`src/rtl/sepwm_pkg.sv`:
```
`default_nettype none
// ----------------------------------------------------------------------------
// Sorted-edge multichannel PWM: shared definitions
// Channel count, derived widths, command codes and the item record that
// travels from the front end through the queue to the back end.
// ----------------------------------------------------------------------------
package sepwm_pkg;

	// Channel count and the widths that follow from it.
	localparam int CHANNELS = 6;
	localparam int SLOTS    = CHANNELS + 1;
	localparam int CH_W     = (CHANNELS > 1) ? $clog2(CHANNELS) : 1;
	localparam int IDX_W    = $clog2(SLOTS);
	localparam int NIDX_W   = $clog2(SLOTS + 1);
	localparam int ADDR_W   = $clog2(2 * SLOTS);
	localparam int CNT_W    = $clog2(CHANNELS + 1);

	// Fixed field widths.
	localparam int FUNC_W = 2;
	localparam int CHAN_W = 3;
	localparam int DUTY_W = 8;
	localparam int TIME_W = 8;

	// Command queue depth.
	localparam int QDEPTH = 2;
	localparam int QPTR_W = (QDEPTH > 1) ? $clog2(QDEPTH) : 1;
	localparam int QCNT_W = $clog2(QDEPTH + 1);

	// Register map and reset values.
	localparam logic [1:0]        REG_MIN_GAP   = 2'd0;
	localparam logic [TIME_W-1:0] MIN_GAP_RESET = 8'd16;
	localparam logic [TIME_W-1:0] TIME_MAX      = 8'hff;

	// Function codes on the input port.
	localparam logic [FUNC_W-1:0] FUNC_WRITE  = 2'd0;
	localparam logic [FUNC_W-1:0] FUNC_COMMIT = 2'd1;
	localparam logic [FUNC_W-1:0] FUNC_EVENT  = 2'd2;

	// Classified command kinds.
	typedef enum logic [1:0] {
		CMD_WRITE,
		CMD_COMMIT,
		CMD_EVENT,
		CMD_REJECT
	} cmd_kind_t;

	// One queued item.
	typedef struct packed {
		cmd_kind_t         kind;
		logic [CH_W-1:0]   channel;
		logic [DUTY_W-1:0] duty;
	} cmd_t;

	// Back-end sequencer states.
	typedef enum logic [2:0] {
		ST_IDLE,
		ST_LOAD,
		ST_SORT,
		ST_BUILD,
		ST_FIN_TAIL,
		ST_FIN_END,
		ST_EV_NEXT
	} back_state_t;

endpackage
`default_nettype wire

```
`src/rtl/sepwm_front.sv`:
```
`default_nettype none
// ----------------------------------------------------------------------------
// Sorted-edge multichannel PWM: front end
// Accepts items from the command port and classifies them into writes,
// commits, compare events and rejected requests before queueing.
// ----------------------------------------------------------------------------
module sepwm_front import sepwm_pkg::*; (
	input  wire logic              start,
	input  wire logic [FUNC_W-1:0] func,
	input  wire logic [CHAN_W-1:0] channel,
	input  wire logic [DUTY_W-1:0] duty,
	input  wire logic              q_full,
	output logic                   busy,
	output logic                   push,
	output cmd_t                   push_item
);

	logic chan_ok;

	// The port stalls only when the queue has no room.
	assign busy = q_full;
	assign push = start && !q_full;

	// Classify the request; out-of-range writes and unknown codes are rejected.
	always_comb begin
		chan_ok = (32'(channel) < 32'(CHANNELS));
		push_item.channel = channel[CH_W-1:0];
		push_item.duty    = duty;
		case (func)
			FUNC_WRITE: begin
				push_item.kind = chan_ok ? CMD_WRITE : CMD_REJECT;
			end
			FUNC_COMMIT: begin
				push_item.kind = CMD_COMMIT;
			end
			FUNC_EVENT: begin
				push_item.kind = CMD_EVENT;
			end
			default: begin
				push_item.kind = CMD_REJECT;
			end
		endcase
	end

endmodule
`default_nettype wire

```
`src/rtl/sepwm_queue.sv`:
```
`default_nettype none
// ----------------------------------------------------------------------------
// Sorted-edge multichannel PWM: command queue
// Short first-in first-out buffer that decouples the front end from the
// back end so either side can stall on its own.
// ----------------------------------------------------------------------------
module sepwm_queue import sepwm_pkg::*; (
	input  wire logic clk,
	input  wire logic arst_n,
	input  wire logic push,
	input  wire cmd_t push_item,
	input  wire logic pop,
	output logic      full,
	output logic      empty,
	output cmd_t      head
);

	cmd_t              mem_q [QDEPTH];
	logic [QPTR_W-1:0] wr_q;
	logic [QPTR_W-1:0] rd_q;
	logic [QCNT_W-1:0] cnt_q;

	assign full  = (cnt_q == QCNT_W'(QDEPTH));
	assign empty = (cnt_q == '0);
	assign head  = mem_q[rd_q];

	// Entry storage.
	always_ff @(posedge clk) begin
		if (push) begin
			mem_q[wr_q] <= push_item;
		end
	end

	// Pointers and fill count.
	always_ff @(posedge clk or negedge arst_n) begin
		if (!arst_n) begin
			wr_q  <= '0;
			rd_q  <= '0;
			cnt_q <= '0;
		end else begin
			if (push) begin
				wr_q <= (wr_q == QPTR_W'(QDEPTH - 1)) ? '0 : wr_q + 1'b1;
			end
			if (pop) begin
				rd_q <= (rd_q == QPTR_W'(QDEPTH - 1)) ? '0 : rd_q + 1'b1;
			end
			if (push && !pop) begin
				cnt_q <= cnt_q + 1'b1;
			end else if (pop && !push) begin
				cnt_q <= cnt_q - 1'b1;
			end
		end
	end

endmodule
`default_nettype wire

```
`src/rtl/sepwm_back.sv`:
```
`default_nettype none
// ----------------------------------------------------------------------------
// Sorted-edge multichannel PWM: back end
// Executes queued items in order: duty writes, schedule commits (load,
// odd-even sort, edge build into the idle half) and compare-event playback.
// ----------------------------------------------------------------------------
module sepwm_back import sepwm_pkg::*; (
	input  wire logic                clk,
	input  wire logic                arst_n,
	input  wire logic [TIME_W-1:0]   min_gap,
	input  wire logic                q_empty,
	input  wire cmd_t                head,
	output logic                     pop,
	output logic                     done,
	output logic [CHANNELS-1:0]      pin_levels,
	output logic [TIME_W-1:0]        compare_value,
	output logic                     period_start,
	output logic                     accepted
);

	back_state_t state_q, state_d;
	logic [CNT_W-1:0] cnt_q;

	// Architectural state.
	logic [DUTY_W-1:0]   duty_q  [CHANNELS];
	logic [TIME_W-1:0]   iv_q    [2*SLOTS];
	logic [CHANNELS-1:0] mk_q    [2*SLOTS];
	logic [CH_W-1:0]     order_q [CHANNELS];
	logic                half_q;
	logic                pend_q;
	logic [IDX_W-1:0]    step_q;
	logic [CHANNELS-1:0] pin_q;

	// Commit work registers.
	logic [DUTY_W-1:0]   wk_key_q [CHANNELS];
	logic [CH_W-1:0]     wk_ch_q  [CHANNELS];
	logic [DUTY_W-1:0]   srt_key  [CHANNELS];
	logic [CH_W-1:0]     srt_ch   [CHANNELS];
	logic [TIME_W-1:0]   now_q;
	logic [CNT_W-1:0]    e_q;
	logic [CHANNELS-1:0] rise_q;
	logic [CHANNELS-1:0] cur_q;

	// Event second-step registers.
	logic [NIDX_W-1:0] ev_nidx_q;
	logic [ADDR_W-1:0] ev_addr_q;

	// Result registers.
	logic                done_q;
	logic [CHANNELS-1:0] pins_out_q;
	logic [TIME_W-1:0]   cmp_q;
	logic                period_q;
	logic                acc_q;

	// Dispatch and event signals.
	logic                go;
	logic                commit_go;
	logic                event_go;
	logic [IDX_W-1:0]    idx0;
	logic                is_first;
	logic                ev_half;
	logic [ADDR_W-1:0]   ev_addr;
	logic [NIDX_W-1:0]   ev_nidx;
	logic [CHANNELS-1:0] ev_pins;
	logic [ADDR_W-1:0]   rd_addr;
	logic [TIME_W-1:0]   iv_rd;
	logic [CHANNELS-1:0] mk_rd;

	// Build signals.
	logic [ADDR_W-1:0]   build_base;
	logic [ADDR_W-1:0]   b_addr_e;
	logic [ADDR_W-1:0]   b_addr_e1;
	logic [DUTY_W-1:0]   b_key;
	logic [CH_W-1:0]     b_ch;
	logic [CHANNELS-1:0] b_bit;
	logic                b_on;
	logic signed [8:0]   b_diff;
	logic signed [8:0]   half_gap;
	logic                b_merge;
	logic [TIME_W-1:0]   b_int;

	// Store write ports.
	logic                iv_we;
	logic [ADDR_W-1:0]   iv_wa;
	logic [TIME_W-1:0]   iv_wd;
	logic                mk_we;
	logic [ADDR_W-1:0]   mk_wa;
	logic [CHANNELS-1:0] mk_wd;

	// Dispatch of the queue head, only from idle.
	assign go        = (state_q == ST_IDLE) && !q_empty;
	assign pop       = go;
	assign commit_go = go && (head.kind == CMD_COMMIT) && !pend_q;
	assign event_go  = go && (head.kind == CMD_EVENT);

	// Compare-event step: pick the half, the slot and the new pin levels.
	always_comb begin
		idx0     = (32'(step_q) >= 32'(SLOTS)) ? '0 : step_q;
		is_first = (idx0 == '0);
		ev_half  = (is_first && pend_q) ? ~half_q : half_q;
		ev_addr  = ev_half ? ADDR_W'(SLOTS) + ADDR_W'(idx0) : ADDR_W'(idx0);
		ev_nidx  = NIDX_W'(idx0) + 1'b1;
		rd_addr  = (state_q == ST_EV_NEXT) ? ev_addr_q : ev_addr;
		iv_rd    = iv_q[rd_addr];
		mk_rd    = mk_q[ev_addr];
		if (is_first) begin
			ev_pins = ((pend_q) ? '0 : pin_q) | mk_rd;
		end else begin
			ev_pins = pin_q & ~mk_rd;
		end
	end

	// One build step on the channel at the head of the sorted list.
	always_comb begin
		build_base = half_q ? '0 : ADDR_W'(SLOTS);
		b_addr_e   = build_base + ADDR_W'(e_q);
		b_addr_e1  = b_addr_e + 1'b1;
		b_key      = wk_key_q[0];
		b_ch       = wk_ch_q[0];
		b_bit      = CHANNELS'(1) << b_ch;
		b_on       = (b_key > min_gap);
		b_diff     = $signed({1'b0, b_key}) - $signed({1'b0, now_q});
		half_gap   = $signed({2'b00, min_gap[TIME_W-1:1]});
		b_merge    = (b_diff < half_gap);
		b_int      = (b_diff[7:0] < min_gap) ? min_gap : b_diff[7:0];
	end

	// One odd-even transposition pass; strict compare keeps the sort stable.
	always_comb begin
		for (int i = 0; i < CHANNELS; i++) begin
			srt_key[i] = wk_key_q[i];
			srt_ch[i]  = wk_ch_q[i];
		end
		for (int i = 0; i + 1 < CHANNELS; i++) begin
			if (((i % 2) == 1) == cnt_q[0] && wk_key_q[i] > wk_key_q[i+1]) begin
				srt_key[i]   = wk_key_q[i+1];
				srt_ch[i]    = wk_ch_q[i+1];
				srt_key[i+1] = wk_key_q[i];
				srt_ch[i+1]  = wk_ch_q[i];
			end
		end
	end

	// Schedule store write ports.
	always_comb begin
		iv_we = 1'b0;
		iv_wa = b_addr_e;
		iv_wd = b_int;
		mk_we = 1'b0;
		mk_wa = b_addr_e1;
		mk_wd = b_bit;
		case (state_q)
			ST_BUILD: begin
				if (b_on && !b_merge) begin
					iv_we = 1'b1;
					mk_we = 1'b1;
				end else if (b_on && e_q != '0) begin
					mk_we = 1'b1;
					mk_wa = b_addr_e;
					mk_wd = cur_q | b_bit;
				end
			end
			ST_FIN_TAIL: begin
				iv_we = 1'b1;
				iv_wd = TIME_MAX - now_q;
				mk_we = 1'b1;
				mk_wa = build_base;
				mk_wd = rise_q;
			end
			ST_FIN_END: begin
				iv_we = (32'(e_q) < 32'(SLOTS - 1));
				iv_wa = b_addr_e1;
				iv_wd = '0;
			end
			default: begin
			end
		endcase
	end

	// Sequencer state register.
	always_ff @(posedge clk or negedge arst_n) begin
		if (!arst_n) begin
			state_q <= ST_IDLE;
			cnt_q   <= '0;
		end else begin
			state_q <= state_d;
			cnt_q   <= (state_d != state_q) ? '0 : cnt_q + 1'b1;
		end
	end

	// Sequencer next state.
	always_comb begin
		state_d = state_q;
		case (state_q)
			ST_IDLE: begin
				if (commit_go) begin
					state_d = ST_LOAD;
				end else if (event_go) begin
					state_d = ST_EV_NEXT;
				end
			end
			ST_LOAD: begin
				if (cnt_q == CNT_W'(CHANNELS - 1)) begin
					state_d = ST_SORT;
				end
			end
			ST_SORT: begin
				if (cnt_q == CNT_W'(CHANNELS - 1)) begin
					state_d = ST_BUILD;
				end
			end
			ST_BUILD: begin
				if (cnt_q == CNT_W'(CHANNELS - 1)) begin
					state_d = ST_FIN_TAIL;
				end
			end
			ST_FIN_TAIL: begin
				state_d = ST_FIN_END;
			end
			ST_FIN_END: begin
				state_d = ST_IDLE;
			end
			ST_EV_NEXT: begin
				state_d = ST_IDLE;
			end
			default: begin
				state_d = ST_IDLE;
			end
		endcase
	end

	// Schedule stores.
	always_ff @(posedge clk or negedge arst_n) begin
		if (!arst_n) begin
			for (int i = 0; i < 2 * SLOTS; i++) begin
				iv_q[i] <= '0;
				mk_q[i] <= '0;
			end
		end else begin
			if (iv_we) begin
				iv_q[iv_wa] <= iv_wd;
			end
			if (mk_we) begin
				mk_q[mk_wa] <= mk_wd;
			end
		end
	end

	// Duty store, sort order and playback state.
	always_ff @(posedge clk or negedge arst_n) begin
		if (!arst_n) begin
			for (int i = 0; i < CHANNELS; i++) begin
				duty_q[i]  <= '0;
				order_q[i] <= CH_W'(i);
			end
			half_q <= 1'b0;
			pend_q <= 1'b0;
			step_q <= '0;
			pin_q  <= '0;
		end else begin
			if (go && head.kind == CMD_WRITE) begin
				duty_q[head.channel] <= head.duty;
			end
			if (commit_go) begin
				pend_q <= 1'b1;
			end
			if (event_go) begin
				half_q <= ev_half;
				pin_q  <= ev_pins;
				if (is_first) begin
					pend_q <= 1'b0;
				end
			end
			if (state_q == ST_EV_NEXT) begin
				if (32'(ev_nidx_q) >= 32'(SLOTS) || iv_rd == '0) begin
					step_q <= '0;
				end else begin
					step_q <= ev_nidx_q[IDX_W-1:0];
				end
			end
			if (state_q == ST_BUILD && cnt_q == '0) begin
				for (int i = 0; i < CHANNELS; i++) begin
					order_q[i] <= wk_ch_q[i];
				end
			end
		end
	end

	// Commit work registers: load keys, sort, then walk in sorted order.
	always_ff @(posedge clk) begin
		case (state_q)
			ST_IDLE: begin
				if (commit_go) begin
					for (int i = 0; i < CHANNELS; i++) begin
						wk_ch_q[i] <= order_q[i];
					end
				end
				now_q  <= '0;
				e_q    <= '0;
				rise_q <= '0;
				cur_q  <= '0;
			end
			ST_LOAD: begin
				for (int i = 0; i + 1 < CHANNELS; i++) begin
					wk_key_q[i] <= wk_key_q[i+1];
					wk_ch_q[i]  <= wk_ch_q[i+1];
				end
				wk_key_q[CHANNELS-1] <= duty_q[wk_ch_q[0]];
				wk_ch_q[CHANNELS-1]  <= wk_ch_q[0];
			end
			ST_SORT: begin
				for (int i = 0; i < CHANNELS; i++) begin
					wk_key_q[i] <= srt_key[i];
					wk_ch_q[i]  <= srt_ch[i];
				end
			end
			ST_BUILD: begin
				for (int i = 0; i + 1 < CHANNELS; i++) begin
					wk_key_q[i] <= wk_key_q[i+1];
					wk_ch_q[i]  <= wk_ch_q[i+1];
				end
				wk_key_q[CHANNELS-1] <= wk_key_q[0];
				wk_ch_q[CHANNELS-1]  <= wk_ch_q[0];
				if (b_on) begin
					rise_q <= rise_q | b_bit;
					if (!b_merge) begin
						cur_q <= b_bit;
						now_q <= now_q + b_int;
						e_q   <= e_q + 1'b1;
					end else if (e_q != '0) begin
						cur_q <= cur_q | b_bit;
					end
				end
			end
			default: begin
			end
		endcase
	end

	// Event second step bookkeeping.
	always_ff @(posedge clk) begin
		if (event_go) begin
			ev_nidx_q <= ev_nidx;
			ev_addr_q <= (32'(ev_nidx) < 32'(SLOTS)) ? ev_addr + 1'b1 : '0;
		end
	end

	// Result strobe.
	always_ff @(posedge clk or negedge arst_n) begin
		if (!arst_n) begin
			done_q <= 1'b0;
		end else begin
			done_q <= go;
		end
	end

	// Result payload, captured when an item is dispatched.
	always_ff @(posedge clk) begin
		if (go) begin
			pins_out_q <= event_go ? ev_pins : pin_q;
			cmp_q      <= event_go ? iv_rd : '0;
			period_q   <= event_go && is_first;
			case (head.kind)
				CMD_WRITE: begin
					acc_q <= 1'b1;
				end
				CMD_COMMIT: begin
					acc_q <= !pend_q;
				end
				CMD_EVENT: begin
					acc_q <= 1'b1;
				end
				default: begin
					acc_q <= 1'b0;
				end
			endcase
		end
	end

	assign done          = done_q;
	assign pin_levels    = pins_out_q;
	assign compare_value = cmp_q;
	assign period_start  = period_q;
	assign accepted      = acc_q;

endmodule
`default_nettype wire

```
`src/rtl/sorted_edge_multichannel_pwm.sv`:
```
`default_nettype none
// ----------------------------------------------------------------------------
// Sorted-edge multichannel PWM sequencer
// Duty writes, schedule commits and compare events enter through a command
// port, wait in a two-entry queue and are executed in order by the back end.
// An item waits in the queue until the back end is idle; done is registered
// from its dispatch. Writes and rejected items finish in idle, a compare
// event takes a second read state, and a commit runs load (single duty
// read), CHANNELS sort passes, one build step per channel and two closing
// writes; busy is high while the queue is full. Reset is asynchronous:
// stores clear at once, pin image low (pin_levels unreset), min_gap = 16.
// ----------------------------------------------------------------------------
module sorted_edge_multichannel_pwm import sepwm_pkg::*; (
	input  wire logic                clk,
	input  wire logic                arst_n,
	// Command port
	input  wire logic                start,
	output logic                     busy,
	input  wire logic [FUNC_W-1:0]   func,
	input  wire logic [CHAN_W-1:0]   channel,
	input  wire logic [DUTY_W-1:0]   duty,
	// Result port
	output logic                     done,
	output logic [CHANNELS-1:0]      pin_levels,
	output logic [TIME_W-1:0]        compare_value,
	output logic                     period_start,
	output logic                     accepted,
	// Configuration port
	input  wire logic                psel,
	input  wire logic                penable,
	input  wire logic                pwrite,
	input  wire logic [1:0]          paddr,
	input  wire logic [31:0]         pwdata,
	output logic [31:0]              prdata,
	output logic                     pready
);

	logic [TIME_W-1:0] min_gap_q;
	logic              q_full;
	logic              q_empty;
	logic              push;
	logic              pop;
	cmd_t              push_item;
	cmd_t              head;

	// Configuration register.
	assign pready = 1'b1;
	assign prdata = (paddr == REG_MIN_GAP) ? 32'(min_gap_q) : '0;

	always_ff @(posedge clk or negedge arst_n) begin
		if (!arst_n) begin
			min_gap_q <= MIN_GAP_RESET;
		end else if (psel && penable && pwrite && pready && paddr == REG_MIN_GAP) begin
			min_gap_q <= pwdata[TIME_W-1:0];
		end
	end

	// Front end: accept and classify.
	sepwm_front u_front (
		.start     (start),
		.func      (func),
		.channel   (channel),
		.duty      (duty),
		.q_full    (q_full),
		.busy      (busy),
		.push      (push),
		.push_item (push_item)
	);

	// Queue between front and back.
	sepwm_queue u_queue (
		.clk       (clk),
		.arst_n    (arst_n),
		.push      (push),
		.push_item (push_item),
		.pop       (pop),
		.full      (q_full),
		.empty     (q_empty),
		.head      (head)
	);

	// Back end: execute items in order.
	sepwm_back u_back (
		.clk           (clk),
		.arst_n        (arst_n),
		.min_gap       (min_gap_q),
		.q_empty       (q_empty),
		.head          (head),
		.pop           (pop),
		.done          (done),
		.pin_levels    (pin_levels),
		.compare_value (compare_value),
		.period_start  (period_start),
		.accepted      (accepted)
	);

endmodule
`default_nettype wire

```
`config.mk`:
```
export PLATFORM = sky130hd
export DESIGN_NAME = sorted_edge_multichannel_pwm
export DESIGN_NICKNAME = d
export VERILOG_FILES = /design/src/rtl/sepwm_pkg.sv /design/src/rtl/sepwm_front.sv /design/src/rtl/sepwm_queue.sv /design/src/rtl/sepwm_back.sv /design/src/rtl/sorted_edge_multichannel_pwm.sv
export SDC_FILE = /design/constraint.sdc
export NUM_CORES = 1
export LEC_CHECK = 0
export BUFFER_PORTS_ARGS = -buffer_cell sky130_fd_sc_hd__buf_2
export CELL_PAD_IN_SITES_DETAIL_PLACEMENT = 1
export CELL_PAD_IN_SITES_GLOBAL_PLACEMENT = 1
export CORE_ASPECT_RATIO = 0.5
export CORE_MARGIN = 4
export CORE_UTILIZATION = 54
export DETAILED_ROUTE_END_ITERATION = 16
export HOLD_SLACK_MARGIN = 0.02
export PLACE_DENSITY_LB_ADDON = 0.1
export REMOVE_ABC_BUFFERS = 1
export SYNTH_ARGS = -nofsm -noshare
export SYNTH_HDL_FRONTEND = slang
export SYNTH_SLANG_ARGS = --single-unit
```
`constraint.sdc`:
```
create_clock -name clk -period 10.9 [get_ports clk]
set_clock_uncertainty 0.1 [all_clocks]
set_input_delay 0.545 -clock clk [delete_from_list [all_inputs] [get_ports clk]]
set_output_delay 0.545 -clock clk [all_outputs]
set_load 0.01 [all_outputs]
```
==> out/results.tsv <==
stage	metric	value	unit
outcome	outcome	finished, final reports clean	
sta	WHS	64.38	ps
detailed_routing	DR DRC count	0	
clock_tree	post-CTS setup buffer count	0	
grt	initial antenna violation count	0	
detailed_routing	DRT Pass-1 Iters	5	
clock_tree	PostCTS Resize Cnt	0	
worst_setup_path	Critical Path RT	11070	ps
yosys	Seq/Total Area, Yosys	51.37	%
yosys	main area contributors after synthesis	dfrtp_1 32%, edfxtp_1 19%, mux2_2 6.7%, ha_1 5.0%, a21oi_1 4.7%	
yosys	cell area after synthesis	22310	µm²
sta	RSZ-0062 raised after global routing	no	
sta	Worst-Margin Slew	1333	ps
yosys	commonest cells in the synthesized netlist	284 x dfrtp_1, 256 x nor2_1, 210 x a21oi_1	
sta	Sum Neg Setup Slack	0	ps
worst_setup_path	CP Launch Type	flop	
run	max cap viols	0	
detailed_routing	Routed Antenna Nets	0	
yosys	synthesized area per cell	10.91	µm²
clock_tree	CTS sink cnt	430	
clock_tree	CTS tree	built	
floorplanning	DIE AREA	44830	µm²
floorplanning	Rows	52	
yosys	leading area contributor after synthesis	dfrtp_1	
floorplanning	IO Count	104	
clock_tree	Num CTS Buffers	41	
yosys	FF+latch count, synth	430	
placement	RePlAce Congestion	0.8096	
yosys	Synth Instances	2045	
clock_tree	Reg clk slew, reported paths	70	ps
detailed_routing	WL final	59830	µm
sta	setup ws final	5297	ps
grt	Total GRT Usage	27.32	%
placement	worst slack at placement	5304	ps
yosys	most frequent cell after synthesis	dfrtp_1	
yosys	Primary FF master, synth	dfrtp_1	
detailed_routing	1st-iter DRT viols	1173	
floorplanning	Die Y	151.7	µm
sta	max frequency	0.1785	GHz
worst_setup_path	Crit. End Element	flop	
sta	# setup viols final	0	
sta	period utilization	51.40	%
yosys	Synth warnings	0	
worst_setup_path	Arr. time, crit path	5770	ps
final_layout	layout cell share with drive strength beyond 1	17.30	%
grt	vias in the first global route	17040	
sta	final hold vios	0	
yosys	Async S/R FF share, synth	67.91	%
yosys	share of the synthesized area in the top cell type	31.85	%
worst_setup_path	crit-path max FO	11	
final_layout	antenna cells	0	
worst_setup_path	Crit Path Category	reg2reg	
sta	Slew Viols, Final	0	
clock_tree	Max H-tree Level	2	
placement	DP HPWL	40870	µm
clock_tree	root buffer cell	clkbuf_16	
yosys	Yosys cell types	84	
detailed_routing	routed length per instance	22.73	µm
floorplanning	DIE WIDTH	295.5	µm
sta	crit path time final	5603	ps
floorplanning	core area	40600	µm²
sta	Slew HR	11.15	%
detailed_routing	Vias per Instance	6.043	
floorplanning	Initial Util	54.96	%
grt	global-route wire length before repair	95870	µm
grt	largest net degree at the start of global routing	109	
final_layout	Final nets	2205	
yosys	EDFF count, synth	138	
detailed_routing	via count	15910	
clock_tree	later-pin clock latency in the skew report	570	ps
clock_tree	Max clock buf depth	3	
placement	port bufs	54	
grt	Congestion Overflow GR	0	
final_layout	Area Growth Syn to Fin	9.230	%
hold_path	worst min-delay path category	in2reg	
-- layout make-up --
class	count	area [µm²]
Multi-Input combinational cell	1414	10020
Clock buffer	60	1231
Tap cell	540	675.6
Timing Repair Buffer	87	530.5
Clock inverter	16	136.4
Sequential cell	430	11460
Fill cell	4231	16230
Inverter	85	319.1
-- timing repair --
| action | 4_1_cts | 5_1_grt |
|---|---|---|
| setup endpoints to repair | 0 | 0 |
| hold buffers | 1 | 0 |
| hold endpoints to repair | 104 | 0 |
-- registers in the layout, indices dropped and copies added, names as in the netlist, 2 cells and up --
signal and count:
u_back.iv_q 112, u_back.mk_q 84, u_back.duty_q 48, u_back.wk_key_q 48, u_queue.mem_q 26, u_back.order_q 18
u_back.wk_ch_q 18, min_gap_q 8, u_back.compare_value 8, u_back.now_q 8, u_back.cur_q 6, u_back.pin_levels 6
u_back.pin_q 6, u_back.rise_q 6, u_back.ev_addr_q 4, u_back.cnt_q 3, u_back.e_q 3, u_back.ev_nidx_q 3
u_back.state_q 3, u_back.step_q 3, u_queue.cnt_q 2
-- path summary, 6_finish.rpt --
kind,depth (start not counted),slack [ps],end,start
hold reg to reg,2,380,u_back.duty_q[4],u_back.duty_q[4]
min in group asynchronous,2,500,u_back.iv_q[109],arst_n
setup reg to reg,22,5300,u_back.now_q[7],u_back.wk_key_q[0][0]
setup / recovery,22,5300,u_back.now_q[7],u_back.wk_key_q[0][0]
hold / removal,1,60,u_queue.mem_q[0][6],duty[6]
max in group asynchronous,3,8680,u_back.duty_q[28],arst_n
-- worst max-delay path, cell delays in order, from the launching register on --
cell and delay, ps:
edfxtp_1 440, inv_1 160, ha_1 190, inv_1 50, fa_1 410, a21oi_1 190
o21ai_0 180, o221ai_1 260, a21boi_0 400, ha_1 310, nor3_1 160, a211o_1 400
mux2_2 440, ha_1 280, a21o_1 170, a21oi_1 230, o21bai_1 100, a21oi_1 230
o21bai_1 90, a21oi_1 170, xnor2_1 160, xnor2_1 140, nor2_1 50
-- stage by stage --
step | cell area (µm²) | util (%) | cells
floorplan | 21760 | - | 1929
global placement | 22990 | 56.64 | 2555
detailed placement | 22990 | 56.64 | 2555
CTS | 24370 | 60.03 | 2632
global route | 24370 | 60.03 | 2632
finish | 24370 | 60.03 | 2632
-- cells in the final DEF (no fill, tap or decap), types with 22 or more instances in the layout --
cell and n:
dfrtp_1 284, nor2_1 256, a21oi_1 210, edfxtp_1 138, mux2_2 133, nand2_1 125
o21ai_0 93, ha_1 90, inv_1 83, mux2i_1 57, buf_2 53, clkbuf_16 44
buf_4 32, mux4_2 28, conb_1 25, nand3_1 22
-- cells by family (layout without fill, tap and decap cells) --
kind of cell	Yosys count	after routing	share of synthesized area, %
AO/OA/AOI/OAI	474	474	13.14
XOR/XNOR	25	25	0.9813
adder cells (fa/ha/maj)	93	93	5.316
buffers and inverters	224	248	4.273
flip-flops	430	430	51.37
multiplexers	228	228	12.70
other	2	25	0.03366
AND/OR/NAND/NOR	569	569	12.20
-- metal layers --
layer	up-vias	share of wire (%)	track usage (%)
met5	-	0	0
met4	0	1.5	5.394
met3	69	4.1	4.093
met2	317	49	47.02
met1	8184	46	37.47
li1	7336	-	-
Power is not shown: default switching activity piles up to over one toggle a cycle in this logic, so the estimate is an artifact.
